**src/hdl/lsra_pkg.sv**
```systemverilog
// Shared constants for the linear scan register allocator.
package lsra_pkg;

  // Width of the registers-in-use configuration register.
  localparam int unsigned CFG_W = 5;

  // Width of the real register number on the result channel.
  localparam int unsigned ASSIGNED_REG_W = 4;

  // Reset value of the registers-in-use register.
  localparam logic [CFG_W-1:0] CFG_RESET = 5'd16;

endpackage : lsra_pkg

```
**src/hdl/linear_scan_register_allocator_top.sv**
```systemverilog
// Linear scan register allocator: slot table, scan sequencer and result register.
//
// Usage:
//   Input channel (in_valid / in_stall): one live interval per request, given in
//   ascending virtual register order. Set in_new_function on the first interval
//   of a function to free every slot before that interval is handled.
//   Result channel (out_valid / out_stall): one result per request, carrying the
//   virtual register echo, the real register given or a memory placement, and
//   the earlier virtual register spilled to make room, if any.
//   Configuration: cfg_wr_en / cfg_wr_data write the number of real registers in
//   use; values above MAX_REAL_REGS act as MAX_REAL_REGS. Write only while idle.
// Operation:
//   Each request is accepted, then scanned one slot per cycle through the shared
//   expiry / free / longest-range compare unit over the N registers in use (the
//   scan is skipped when N is zero), then committed to its slot and the result
//   register. in_stall is high from acceptance until the request commits.
// Reset (rst_n, synchronous, active low): every slot free, register count 16,
// result register empty. When the receiver stalls, the result holds; a new
// request is still accepted and scanned, and its commit waits for the result
// register to drain.
module linear_scan_register_allocator_top #(
  parameter int unsigned MAX_REAL_REGS = 16,
  parameter int unsigned VREG_BITS     = 10,
  parameter int unsigned POSITION_BITS = 16
) (
  input  logic                                clk,
  input  logic                                rst_n,
  // configuration
  input  logic                                cfg_wr_en,
  input  logic [lsra_pkg::CFG_W-1:0]          cfg_wr_data,
  // input channel
  input  logic                                in_valid,
  output logic                                in_stall,
  input  logic                                in_new_function,
  input  logic [VREG_BITS-1:0]                in_virtual_reg,
  input  logic [POSITION_BITS-1:0]            in_def_position,
  input  logic [POSITION_BITS-1:0]            in_last_use_position,
  // result channel
  output logic                                out_valid,
  input  logic                                out_stall,
  output logic [VREG_BITS-1:0]                out_this_vreg,
  output logic                                out_in_memory,
  output logic [lsra_pkg::ASSIGNED_REG_W-1:0] out_assigned_reg,
  output logic                                out_victim_valid,
  output logic [VREG_BITS-1:0]                out_victim_vreg
);

  import lsra_pkg::*;

  // Slot index and register count widths.
  localparam int unsigned SLOT_W = (MAX_REAL_REGS > 1) ? $clog2(MAX_REAL_REGS) : 1;
  localparam int unsigned CNT_W  = $clog2(MAX_REAL_REGS + 1);
  localparam int unsigned CMP_W  = (CNT_W > CFG_W) ? CNT_W : CFG_W;
  localparam int unsigned OREG_W = (SLOT_W > ASSIGNED_REG_W) ? SLOT_W : ASSIGNED_REG_W;
  // Signed range length needs one more bit than a position.
  localparam int unsigned LEN_W  = POSITION_BITS + 1;
  localparam logic [CMP_W-1:0] MAX_CMP = CMP_W'(MAX_REAL_REGS);

  typedef enum logic [1:0] {
    S_IDLE,
    S_SCAN,
    S_DONE
  } state_t;

  state_t                      state_r;
  logic [CFG_W-1:0]            regs_in_use_r;
  logic [MAX_REAL_REGS-1:0]    busy_r;
  logic [CNT_W-1:0]            count_r;
  logic [SLOT_W-1:0]           idx_r;

  // request being handled
  logic [VREG_BITS-1:0]        vreg_r;
  logic [POSITION_BITS-1:0]    def_r;
  logic [POSITION_BITS-1:0]    last_r;
  logic signed [LEN_W-1:0]     len_r;

  // scan results
  logic                        free_found_r;
  logic [SLOT_W-1:0]           free_slot_r;
  logic                        victim_found_r;
  logic [SLOT_W-1:0]           best_slot_r;
  logic signed [LEN_W-1:0]     best_len_r;
  logic [VREG_BITS-1:0]        best_owner_r;

  // result register
  logic                        out_valid_r;
  logic [VREG_BITS-1:0]        out_vreg_r;
  logic                        out_mem_r;
  logic [ASSIGNED_REG_W-1:0]   out_reg_r;
  logic                        out_victim_r;
  logic [VREG_BITS-1:0]        out_victim_vreg_r;

  // slot table: owner, last use and precomputed range length of each occupant
  logic [VREG_BITS-1:0]        slot_owner [MAX_REAL_REGS];
  logic [POSITION_BITS-1:0]    slot_last  [MAX_REAL_REGS];
  logic signed [LEN_W-1:0]     slot_len   [MAX_REAL_REGS];

  logic                        in_accept;
  logic                        out_free;
  logic [CMP_W-1:0]            cfg_ext;
  logic [CNT_W-1:0]            count_eff;
  logic signed [LEN_W-1:0]     in_len;
  logic                        scan_busy;
  logic                        scan_expire;
  logic                        scan_free;
  logic                        scan_longer;
  logic                        scan_last;
  logic                        placed;
  logic [SLOT_W-1:0]           place_slot;
  logic [OREG_W-1:0]           place_slot_ext;
  logic                        commit;

  assign in_stall  = (state_r != S_IDLE);
  assign in_accept = in_valid && !in_stall;
  assign out_free  = !out_valid_r || !out_stall;

  // Saturate the register count to the slot table depth.
  assign cfg_ext   = CMP_W'(regs_in_use_r);
  assign count_eff = (cfg_ext > MAX_CMP) ? CNT_W'(MAX_REAL_REGS) : CNT_W'(regs_in_use_r);

  assign in_len = $signed({1'b0, in_last_use_position}) - $signed({1'b0, in_def_position});

  // Shared per-slot unit: expiry compare and longest-range compare.
  assign scan_busy   = busy_r[idx_r];
  assign scan_expire = scan_busy && (slot_last[idx_r] <= def_r);
  assign scan_free   = !scan_busy || scan_expire;
  assign scan_longer = !scan_free && (slot_len[idx_r] > best_len_r);
  assign scan_last   = ((CNT_W'(idx_r) + CNT_W'(1)) == count_r);

  // Take the lowest free slot, else the longest occupant if it beat the new range.
  assign placed         = free_found_r || victim_found_r;
  assign place_slot     = free_found_r ? free_slot_r : best_slot_r;
  assign place_slot_ext = OREG_W'(place_slot);
  assign commit         = (state_r == S_DONE) && out_free;

  always_ff @(posedge clk) begin
    if (!rst_n) begin
      state_r       <= S_IDLE;
      regs_in_use_r <= CFG_RESET;
      busy_r        <= '0;
      out_valid_r   <= 1'b0;
    end else begin
      if (cfg_wr_en) begin
        regs_in_use_r <= cfg_wr_data;
      end
      // Drop the result once taken, unless a new one loads in the same cycle.
      if (out_valid_r && !out_stall && !commit) begin
        out_valid_r <= 1'b0;
      end
      case (state_r)
        S_IDLE: begin
          if (in_accept) begin
            vreg_r         <= in_virtual_reg;
            def_r          <= in_def_position;
            last_r         <= in_last_use_position;
            len_r          <= in_len;
            best_len_r     <= in_len;
            count_r        <= count_eff;
            idx_r          <= '0;
            free_found_r   <= 1'b0;
            victim_found_r <= 1'b0;
            if (in_new_function) begin
              busy_r <= '0;
            end
            // No usable slot: skip the scan and go to memory.
            state_r <= (count_eff == '0) ? S_DONE : S_SCAN;
          end
        end
        S_SCAN: begin
          if (scan_expire) begin
            busy_r[idx_r] <= 1'b0;
          end
          if (scan_free && !free_found_r) begin
            free_found_r <= 1'b1;
            free_slot_r  <= idx_r;
          end
          if (scan_longer) begin
            victim_found_r <= 1'b1;
            best_slot_r    <= idx_r;
            best_len_r     <= slot_len[idx_r];
            best_owner_r   <= slot_owner[idx_r];
          end
          if (scan_last) begin
            state_r <= S_DONE;
          end else begin
            idx_r <= idx_r + SLOT_W'(1);
          end
        end
        S_DONE: begin
          // Hold until the result register can take the result.
          if (commit) begin
            if (placed) begin
              busy_r[place_slot] <= 1'b1;
            end
            out_valid_r       <= 1'b1;
            out_vreg_r        <= vreg_r;
            out_mem_r         <= !placed;
            out_reg_r         <= placed ? place_slot_ext[ASSIGNED_REG_W-1:0] : '0;
            out_victim_r      <= !free_found_r && victim_found_r;
            out_victim_vreg_r <= (!free_found_r && victim_found_r) ? best_owner_r : '0;
            state_r           <= S_IDLE;
          end
        end
        default: begin
          state_r <= S_IDLE;
        end
      endcase
    end
  end

  // Slot table write on commit.
  always_ff @(posedge clk) begin
    if (commit && placed) begin
      slot_owner[place_slot] <= vreg_r;
      slot_last[place_slot]  <= last_r;
      slot_len[place_slot]   <= len_r;
    end
  end

  assign out_valid        = out_valid_r;
  assign out_this_vreg    = out_vreg_r;
  assign out_in_memory    = out_mem_r;
  assign out_assigned_reg = out_reg_r;
  assign out_victim_valid = out_victim_r;
  assign out_victim_vreg  = out_victim_vreg_r;

endmodule : linear_scan_register_allocator_top
```
**config.mk**
```make
export PLATFORM = sky130hd
export DESIGN_NAME = linear_scan_register_allocator_top
export DESIGN_NICKNAME = d
export VERILOG_FILES = /design/src/hdl/lsra_pkg.sv /design/src/hdl/linear_scan_register_allocator_top.sv
export SDC_FILE = /design/constraint.sdc
export NUM_CORES = 1
export LEC_CHECK = 0
export BUFFER_PORTS_ARGS = -buffer_cell sky130_fd_sc_hd__buf_2
export CAP_MARGIN = 20
export CORE_ASPECT_RATIO = 0.8
export CORE_UTILIZATION = 62
export CTS_CLUSTER_DIAMETER = 40
export DETAILED_ROUTE_END_ITERATION = 10
export HOLD_SLACK_MARGIN = 0.02
export PLACE_DENSITY = 0.85
export SYNTH_ARGS = -nofsm -noshare
export SYNTH_HDL_FRONTEND = slang
export SYNTH_SLANG_ARGS = --single-unit
```
**constraint.sdc**
```tcl
create_clock -name clk -period 5.7 [get_ports clk]
set_clock_uncertainty 0.05 [all_clocks]
set_input_delay 1.14 -clock clk [delete_from_list [all_inputs] [get_ports clk]]
set_output_delay 1.14 -clock clk [all_outputs]
set_load 0.03 [all_outputs]
```
# == Word level (Yosys, flattened, before mapping) ==
# Memory sizes are Yosys's and may differ from the RTL's. A register that Yosys moved wholly into a read port is not among the register bits.
# Cells that the tools add are included.
# word_totals
wordCells,121
mem_count,3
ff_bits,145
output_inout_bits,28
latch_bits,0
mem_bits_ro,0
ramBits,688
# mem_list
memory,words,width,read_ports,rd_ports_with_merged_regs,wr,line_no,rtl
slot_len,16,17,1,1,1,linear_scan_register_allocator_top.sv:96,logic signed [LEN_W-1:0] slot_len [MAX_REAL_REGS];
slot_last,16,16,1,1,1,linear_scan_register_allocator_top.sv:95,logic [POSITION_BITS-1:0] slot_last [MAX_REAL_REGS];
slot_owner,16,10,1,1,1,linear_scan_register_allocator_top.sv:94,logic [VREG_BITS-1:0] slot_owner [MAX_REAL_REGS];
# classes
bitwise,3
reduce_logical,36
shift,0
multipliers,0
n_addsub,3
n_eq_ne,12
div,0
n_lt_le_gt_ge,7
mux,37
# ops
operator,n
two-way mux 16 bit,5
one-hot mux 16 bit (3 select lines),1
two-way mux 17 bit,2
one-hot mux 17 bit (2 select lines),1
two-way mux 4 bit,5
inequality test 2 bit (second input constant),9
greater-than comparator 17 bit,1
subtractor 16 x 16 -> 17 bit,1
bitwise AND 16 bit,1
<= comparator 16 bit,1
inverter 16 bit,1
bitwise OR 16 bit,1
AND reduction 3 bit,5
AND reduction 4 bit,3
logical AND 1 bit,11
two-way mux 1 bit,11
< comparator 4 x 5 -> 1 bit (second input constant),2
demux 1 bit (select 4 bit),2
>= comparator 4 x 1 -> 1 bit (second input constant),2
zero test 1 bit,8
two-way mux 2 bit,4
one-hot mux 4 bit (2 select lines),1
one-hot mux 2 bit (3 select lines),1
AND reduction 6 bit,1
other kinds (14),18

# == Longest topological paths before layout ==
# Gate-level depths: netlist of run 1.
# logic_depth
depth_word,9
mapped_depth,14

# == Worst setup path before layout of run 1 ==
# OpenSTA, ideal clock, no wires.
# synth_path
path_kind,register to register
startpoint,register with a tool-made name
endpoint,"register best_owner_r[0] (read register of slot_owner), enable pin"
synth_period_minus_slack_ps,5037
setup_slack_ps,663
required_time_ps,5244
arrival_time_ps,4581
path_stages_with_launch,14
cell_sequence,dfxtp_1 buf_2 buf_2 buf_2 buf_2 mux4_2 mux4_2 ha_1 nor2b_1 o211ai_1 a21oi_1 o311ai_1 a21oi_1 nor3b_1
# synth_rtl
element,line_no,rtl
"end, declared",linear_scan_register_allocator_top.sv:83,logic [VREG_BITS-1:0] best_owner_r;

==> results of run 1 <==
==> cell usage after synthesis (2+ instances only) <==
library cell	number
o21ai_0	43
o31ai_1	8
nor2_1	44
buf_6	2
xor2_1	6
and3_1	6
a31oi_1	3
o211ai_1	4
buf_2	19
nor3b_1	3
xnor2_1	9
o21a_1	3
o2111ai_1	2
a22o_1	2
mux2i_1	6
dfxtp_1	28
o22ai_1	3
nand2b_1	7
nand4_1	7
a311oi_1	16
a21oi_1	43
nand2_1	50
nor2b_1	16
mux4_2	219
a211oi_1	11
inv_1	71
buf_1	7
a21o_1	13
a211o_1	2
and4_1	3
mux2_2	12
o32ai_1	2
clkbuf_1	47
a21boi_0	3
and2_1	14
nor3_1	15
nand3_1	11
a211oi_2	10
ha_1	57
edfxtp_1	819
o311ai_0	2
==> worst register-to-register path: cells and delay by family, from the launching register on <==
family / cells / cell delay (ns)
buffers and inverters: 3 / 0.85
adder cells (fa/ha/maj): 1 / 0.34
AO/OA/AOI/OAI: 2 / 0.32
multiplexers: 2 / 1.08
flip-flops: 1 / 0.77
AND/OR/NAND/NOR: 3 / 1.51
==> cells in the final DEF (no fill, tap or decap), types with 4 or more instances in the layout <==
master,count
inv_1,71
buf_2,80
nand2_1,50
clkinv_2,12
nor3_1,15
nand4_1,7
bufinv_16,13
buf_12,7
mux2i_1,6
nor2b_1,16
a21o_1,13
dfxtp_1,24
nand2b_1,7
ha_1,56
o211ai_1,4
nor2_1,28
mux4_2,219
o21ai_0,43
a211oi_2,10
xor2_1,6
xnor2_1,9
a311oi_1,16
clkinv_4,9
clkbuf_1,10
and2_1,14
clkinv_1,7
o31ai_1,7
inv_6,7
buf_4,39
mux2_2,12
clkbuf_16,95
a211oi_1,11
edfxtp_1,819
clkinvlp_4,8
nor2_4,16
nand3_1,11
a21oi_1,43
and3_1,5
==> metal layers <==
| layer | track usage, % | wire length [um] | vias to the layer above |
|---|---|---|---|
| met5 | 0 | 17 | - |
| met1 | 40.6 | 30200 | 9418 |
| met4 | 14.8 | 4340 | 2 |
| met3 | 7.68 | 9590 | 370 |
| met2 | 50.9 | 41800 | 1600 |
| li1 | - | - | 7173 |
==> final cells by class <==
| cell class | instances | area share (%) |
|---|---|---|
| sequential | 847 | 65.2 |
| clock inverter | 61 | 1.93 |
| timing repair buffer | 126 | 2.16 |
| clock buffer | 106 | 6.29 |
| multi-input combinational | 673 | 21.5 |
| inverter | 71 | 0.690 |
| antenna | 1 | 0.00648 |
| tap | 702 | 2.27 |
==> final timing paths <==
check	end	slack, ns	depth (start not counted)
max	free_slot_r[3]	0.39	11
min	out_victim_vreg[9]	0.47	1
max reg2reg	free_slot_r[3]	0.39	11
min reg2reg	out_victim_vreg[9]	0.47	1
==> cell families (layout without fill, tap and decap cells) <==
| logic type | Yosys count | count (layout) | synth area share, % |
|---|---|---|---|
| AND/OR/NAND/NOR | 180 | 180 | 2.57 |
| flip-flops | 847 | 847 | 74.2 |
| XOR/XNOR | 15 | 15 | 0.388 |
| AO/OA/AOI/OAI | 182 | 182 | 3.75 |
| multiplexers | 237 | 237 | 15.1 |
| buffers and inverters | 147 | 364 | 1.78 |
| other | 0 | 1 | 0 |
| adder cells (fa/ha/maj) | 59 | 59 | 2.19 |
==> metrics by stage <==
step                worst slack [ns]  instance area (um^2)  util (%)  std cells  total power [mW]
finish                         0.390                 38600      71.6       2587              18.4
floorplan                      0.663                 33900         -       1667              10.8
global placement               0.744                 35400      65.7       2418              11.8
global route                   0.269                 38600      71.6       2587              18.9
detailed placement             0.600                 35400      65.7       2418              12.0
CTS                            0.532                 38600      71.6       2585              18.3
==> power groups by stage <==
stage | clock (mW) | combinational (mW) | sequential, mW
3_5_place_dp | 0 | 4.21 | 7.84
6_report | 6.24 | 4.45 | 7.74
2_1_floorplan | 0 | 3.14 | 7.61
3_3_place_gp | 0 | 4.03 | 7.80
4_1_cts | 6.25 | 4.37 | 7.72
5_1_grt | 6.48 | 4.67 | 7.77
==> flow_summary.json, run 1 <==
{
  "drc": 0,
  "synth_seq_cells": 847,
  "drv_cap": 0,
  "cts_resized": 0,
  "switching_share_pct": 29.3,
  "tightest_slew_ns": 1.23,
  "fin_tns_setup_ns": 0,
  "slowest_delay_ns": 0.77,
  "root_buffer": "clkbuf_16",
  "start_kind": "register",
  "yosys.area.top_type": "edfxtp_1",
  "post_cts_buffers": 0,
  "multi_input_area_mm2": 0.00829,
  "clk_latency_ns": 0.65,
  "core_mm2": 0.0539,
  "grt_use_total_pct": 31.4,
  "holdBufCountCts": 0,
  "hp-start": "best_owner_r[9]",
  "ys_warn_count": 0,
  "status": "finished clean",
  "period_needed_ns": 5.31,
  "irDropWorstVdd_v": 0.000377,
  "setup_violations": 0,
  "max_flop_register": "slot_len",
  "port_buffers": 80,
  "period_share_pct": 93.2,
  "intPower_mw": 13.0,
  "hold_viol": 0,
  "nets": 1921,
  "critPathArrivalTime_ns": 5.52,
  "antenna_found_initial": 2,
  "wire_per_inst_um": 33.3,
  "die_area_mm2": 0.0556,
  "cts_tree": "built",
  "placementRows": 76,
  "h-tree-depth": 3,
  "p_leak_nw": 12.7,
  "path_class": "reg2reg",
  "syn_nets": 1778,
  "overflow": 0,
  "synth_ff_type": "edfxtp_1",
  "wl_mm": 86.0,
  "whs_ns": 0.472,
  "power.clock.fraction_pct": 33.9,
  "synth-edff-count": 819,
  "die_y_um": 211,
  "path_cells": "buf_4, mux4_2, mux4_2, ha_1, nand4_1, nor4_1, inv_1, o31ai_2, buf_4, a21oi_1, nor3_1",
  "power_switching_mw": 5.40,
  "postRouteAntennaNets": 0,
  "synth_cell_types": 60,
  "top_regs": "slot_len: 272 flops, slot_last: 256 flops, slot_owner: 160 flops",
  "power_frac_seq_pct": 42.0,
  "slew_headroom_pct": 18.1,
  "cp.buffers_inverters": 3,
  "grt_max_degree": 110,
  "area_growth_syn_to_layout_pct": 13.9,
  "min_path_type": "reg2reg",
  "start_util_pct": 62.9,
  "synthCells": 1667,
  "die_x_um": 263,
  "synthTopCellsByArea": "edfxtp_1 73%, mux4_2 15%, ha_1 2.1%",
  "end_kind": "register",
  "clk_pin_slew_worst_paths_ns": 0.06,
  "cts_buffers": 91,
  "syn_area_mm2": 0.0339,
  "cts.sinks": 847,
  "grt_pass1_vias": 19157,
  "layout-drive-gt1-share_pct": 29.1,
  "drtPass1Iterations": 7,
  "cp_max_fo": 30,
  "place.gp.congestion": 0.885,
  "postSynthAreaPerCell_um2": 20.3,
  "dp_hpwl_mm": 43.5,
  "async_flop_share_pct": 0,
  "crit_path_top_delay_cell": "dfxtp_4",
  "ys_seq_area_share_pct": 74.2,
  "fill_cells": 2824,
  "crit_family": "simple AND/OR/NAND/NOR gates",
  "combPwrFrac_pct": 24.1,
  "drt-initial-drc-count": 2857,
  "powerDensity_mw_per_mm2": 477,
  "drv_slew": 0,
  "routed_via_density": 7.18,
  "crit_required_ns": 5.91,
  "seqCellArea_mm2": 0.0252,
  "cts_buffer_depth": 3,
  "rsz0062_at_grt": "no",
  "fmax_mhz": 188,
  "num_vias": 18563,
  "largest_register_ffs": 272,
  "synth.top_cell.area_share_pct": 72.5,
  "grt_pass1_wl_mm": 125,
  "ios": 81
}
(Power assumes the default switching activity.)
==> inputs of run 2 (changes only) <==
--- a/config.mk
+++ b/config.mk
@@ -13,6 +13,7 @@
 export DETAILED_ROUTE_END_ITERATION = 10
 export HOLD_SLACK_MARGIN = 0.02
 export PLACE_DENSITY = 0.85
+export SETUP_SLACK_MARGIN = 0.4
 export SYNTH_ARGS = -nofsm -noshare
 export SYNTH_HDL_FRONTEND = slang
 export SYNTH_SLANG_ARGS = --single-unit
==> run 2 against run 1 <==
  * Wire length increased by 0.57%
  * Via count about the same
  * Setup slack better by 0.36 ns
  * Die area unchanged
  * Register-to-register slack gained 0.36 ns
  * Count of clock-buffer cells in the layout unchanged
  * Global-route usage is the same
  * Hold slack about the same
  * Sequential power is essentially flat
  * Combinational power rose by 1%
  * Core utilization about the same
  * Flip-flop and latch count unchanged
  * Largest cell class unchanged
  * Highest routed layer unchanged
==> flow_summary.json, run 2 (same netlist as run 1, synthesis figures left out) <==
{
  "status": "finished clean",
  "crit_family": "multiplexers",
  "cp_max_fo": 18,
  "period_share_pct": 86.9,
  "fin_util_pct": 71.7,
  "dpl_cell_area_mm2": 0.0354,
  "rsz0062_at_grt": "no",
  "cts_buffers": 91,
  "path_cells": "buf_4, mux4_2, mux4_2, ha_1, nand4_1, nor4_1, inv_1, o31ai_2, buf_4, a21oi_1, o211a_1",
  "grt_max_degree": 110,
  "start_kind": "register",
  "critPathArrivalTime_ns": 5.16,
  "place_inst": 2418,
  "fin_cells": 2588,
  "hold_viol": 0,
  "dp_hpwl_mm": 43.5,
  "end_kind": "register",
  "dr_wl_met3_mm": 9.68,
  "cp.buffers_inverters": 3,
  "final_common_cell": "edfxtp_1",
  "wl_mm": 86.5,
  "fmax_mhz": 202,
  "die_x_um": 263,
  "fill_cells": 2822,
  "irDropWorstVdd_v": 0.000381,
  "slew_headroom_pct": 18.0,
  "fin_area_mm2": 0.0386,
  "clk_latency_ns": 0.66,
  "grt_pass1_vias": 19157,
  "drv_cap": 0,
  "setup_violations": 0,
  "mostFrequentLayoutCells": "819 x edfxtp_1, 219 x mux4_2, 95 x clkbuf_16",
  "grt_use_total_pct": 31.4,
  "slowest_delay_ns": 0.60,
  "h-tree-depth": 3,
  "drt-initial-drc-count": 2988,
  "min_path_type": "reg2reg",
  "fin_tns_setup_ns": 0,
  "overflow": 0,
  "top_regs": "slot_len: 272 flops, slot_last: 256 flops, slot_owner: 160 flops",
  "powerDensity_mw_per_mm2": 478,
  "area_growth_syn_to_layout_pct": 14.0,
  "die_y_um": 211,
  "cts_tree": "built",
  "ios": 81,
  "place.gp.congestion": 0.885,
  "max_flop_register": "slot_len",
  "port_buffers": 80,
  "antenna_found_initial": 2,
  "top_layer_used": "met5",
  "routed_via_density": 7.17,
  "period_needed_ns": 4.95,
  "holdBufCountCts": 0,
  "p_leak_nw": 12.7,
  "drv_slew": 0,
  "dr_wl_met2_mm": 42.2,
  "wl_met1_mm": 30.6,
  "drc": 0,
  "core_mm2": 0.0539,
  "num_vias": 18552,
  "clk_pin_slew_worst_paths_ns": 0.06,
  "wire_per_inst_um": 33.4,
  "grt_pass1_wl_mm": 125,
  "placementRows": 76,
  "path_class": "reg2reg",
  "crit_required_ns": 5.91,
  "largest_register_ffs": 272,
  "nets": 1922,
  "tightest_slew_ns": 1.23,
  "root_buffer": "clkbuf_16",
  "crit_path_top_delay_cell": "dfxtp_4",
  "start_util_pct": 62.9,
  "die_area_mm2": 0.0556,
  "layout-drive-gt1-share_pct": 29.2,
  "cts_buffer_depth": 3,
  "drtPass1Iterations": 6,
  "cts.sinks": 847,
  "postRouteAntennaNets": 0
}
[run 2: layout make-up]
cell class | instances | area [um^2] | share of cell area [%]
antenna | 1 | 2.50 | 0.00648
clock buffer | 106 | 2430 | 6.29
clock inverter | 61 | 747 | 1.93
inverter | 71 | 267 | 0.690
multi-input combinational | 673 | 8300 | 21.5
sequential | 847 | 25200 | 65.1
tap | 702 | 878 | 2.27
timing repair buffer | 127 | 853 | 2.21
[run 2: where the power goes]
| part | switching [mW] | total, mW | internal (mW) |
|---|---|---|---|
| Combinational | 2.46 | 4.51 | 2.05 |
| Clock | 2.56 | 6.24 | 3.69 |
| Sequential | 0.405 | 7.71 | 7.31 |
[run 2: worst paths after layout]
check / from / slack (ns) / cells after the start / to
hold reg to reg: best_owner_r[9] / 0.47 / 1 / out_victim_vreg[9]
setup reg to reg: register / 0.75 / 11 / victim_found_r
hold / removal: best_owner_r[9] / 0.47 / 1 / out_victim_vreg[9]
setup / recovery: register / 0.75 / 11 / victim_found_r
[run 2: worst reg2reg max path, delay by kind of cell, from the launching register on]
family,cells,cell delay [ns]
adders and majority gates,1,0.34
buffers and inverters,3,0.81
and+or+nand+nor,2,0.73
AOI/OAI and AO/OA,3,0.94
muxes,2,1.08
DFF,1,0.60
[run 2: metrics by stage]
stage	setup WS (ns)	hold WS (ns)	power [mW]
global placement	0.744	0.436	11.8
detailed placement	0.600	0.458	12.0
floorplan	0.663	0.393	10.8
CTS	0.532	0.476	18.3
global route	0.582	0.490	19.0
finish	0.747	0.472	18.5
[run 2: metal layers]
metal,global-route usage [%],vias to the layer above
met4,14.8,2
met5,0,-
met3,7.68,356
met1,40.6,9450
li1,-,7168
met2,50.9,1576
[run 2: timing repair]
item,CTS,global route
setup buffers,0,1
gates resized for setup,0,1
setup endpoints to repair,0,22
endpoints found under the hold margin,0,0
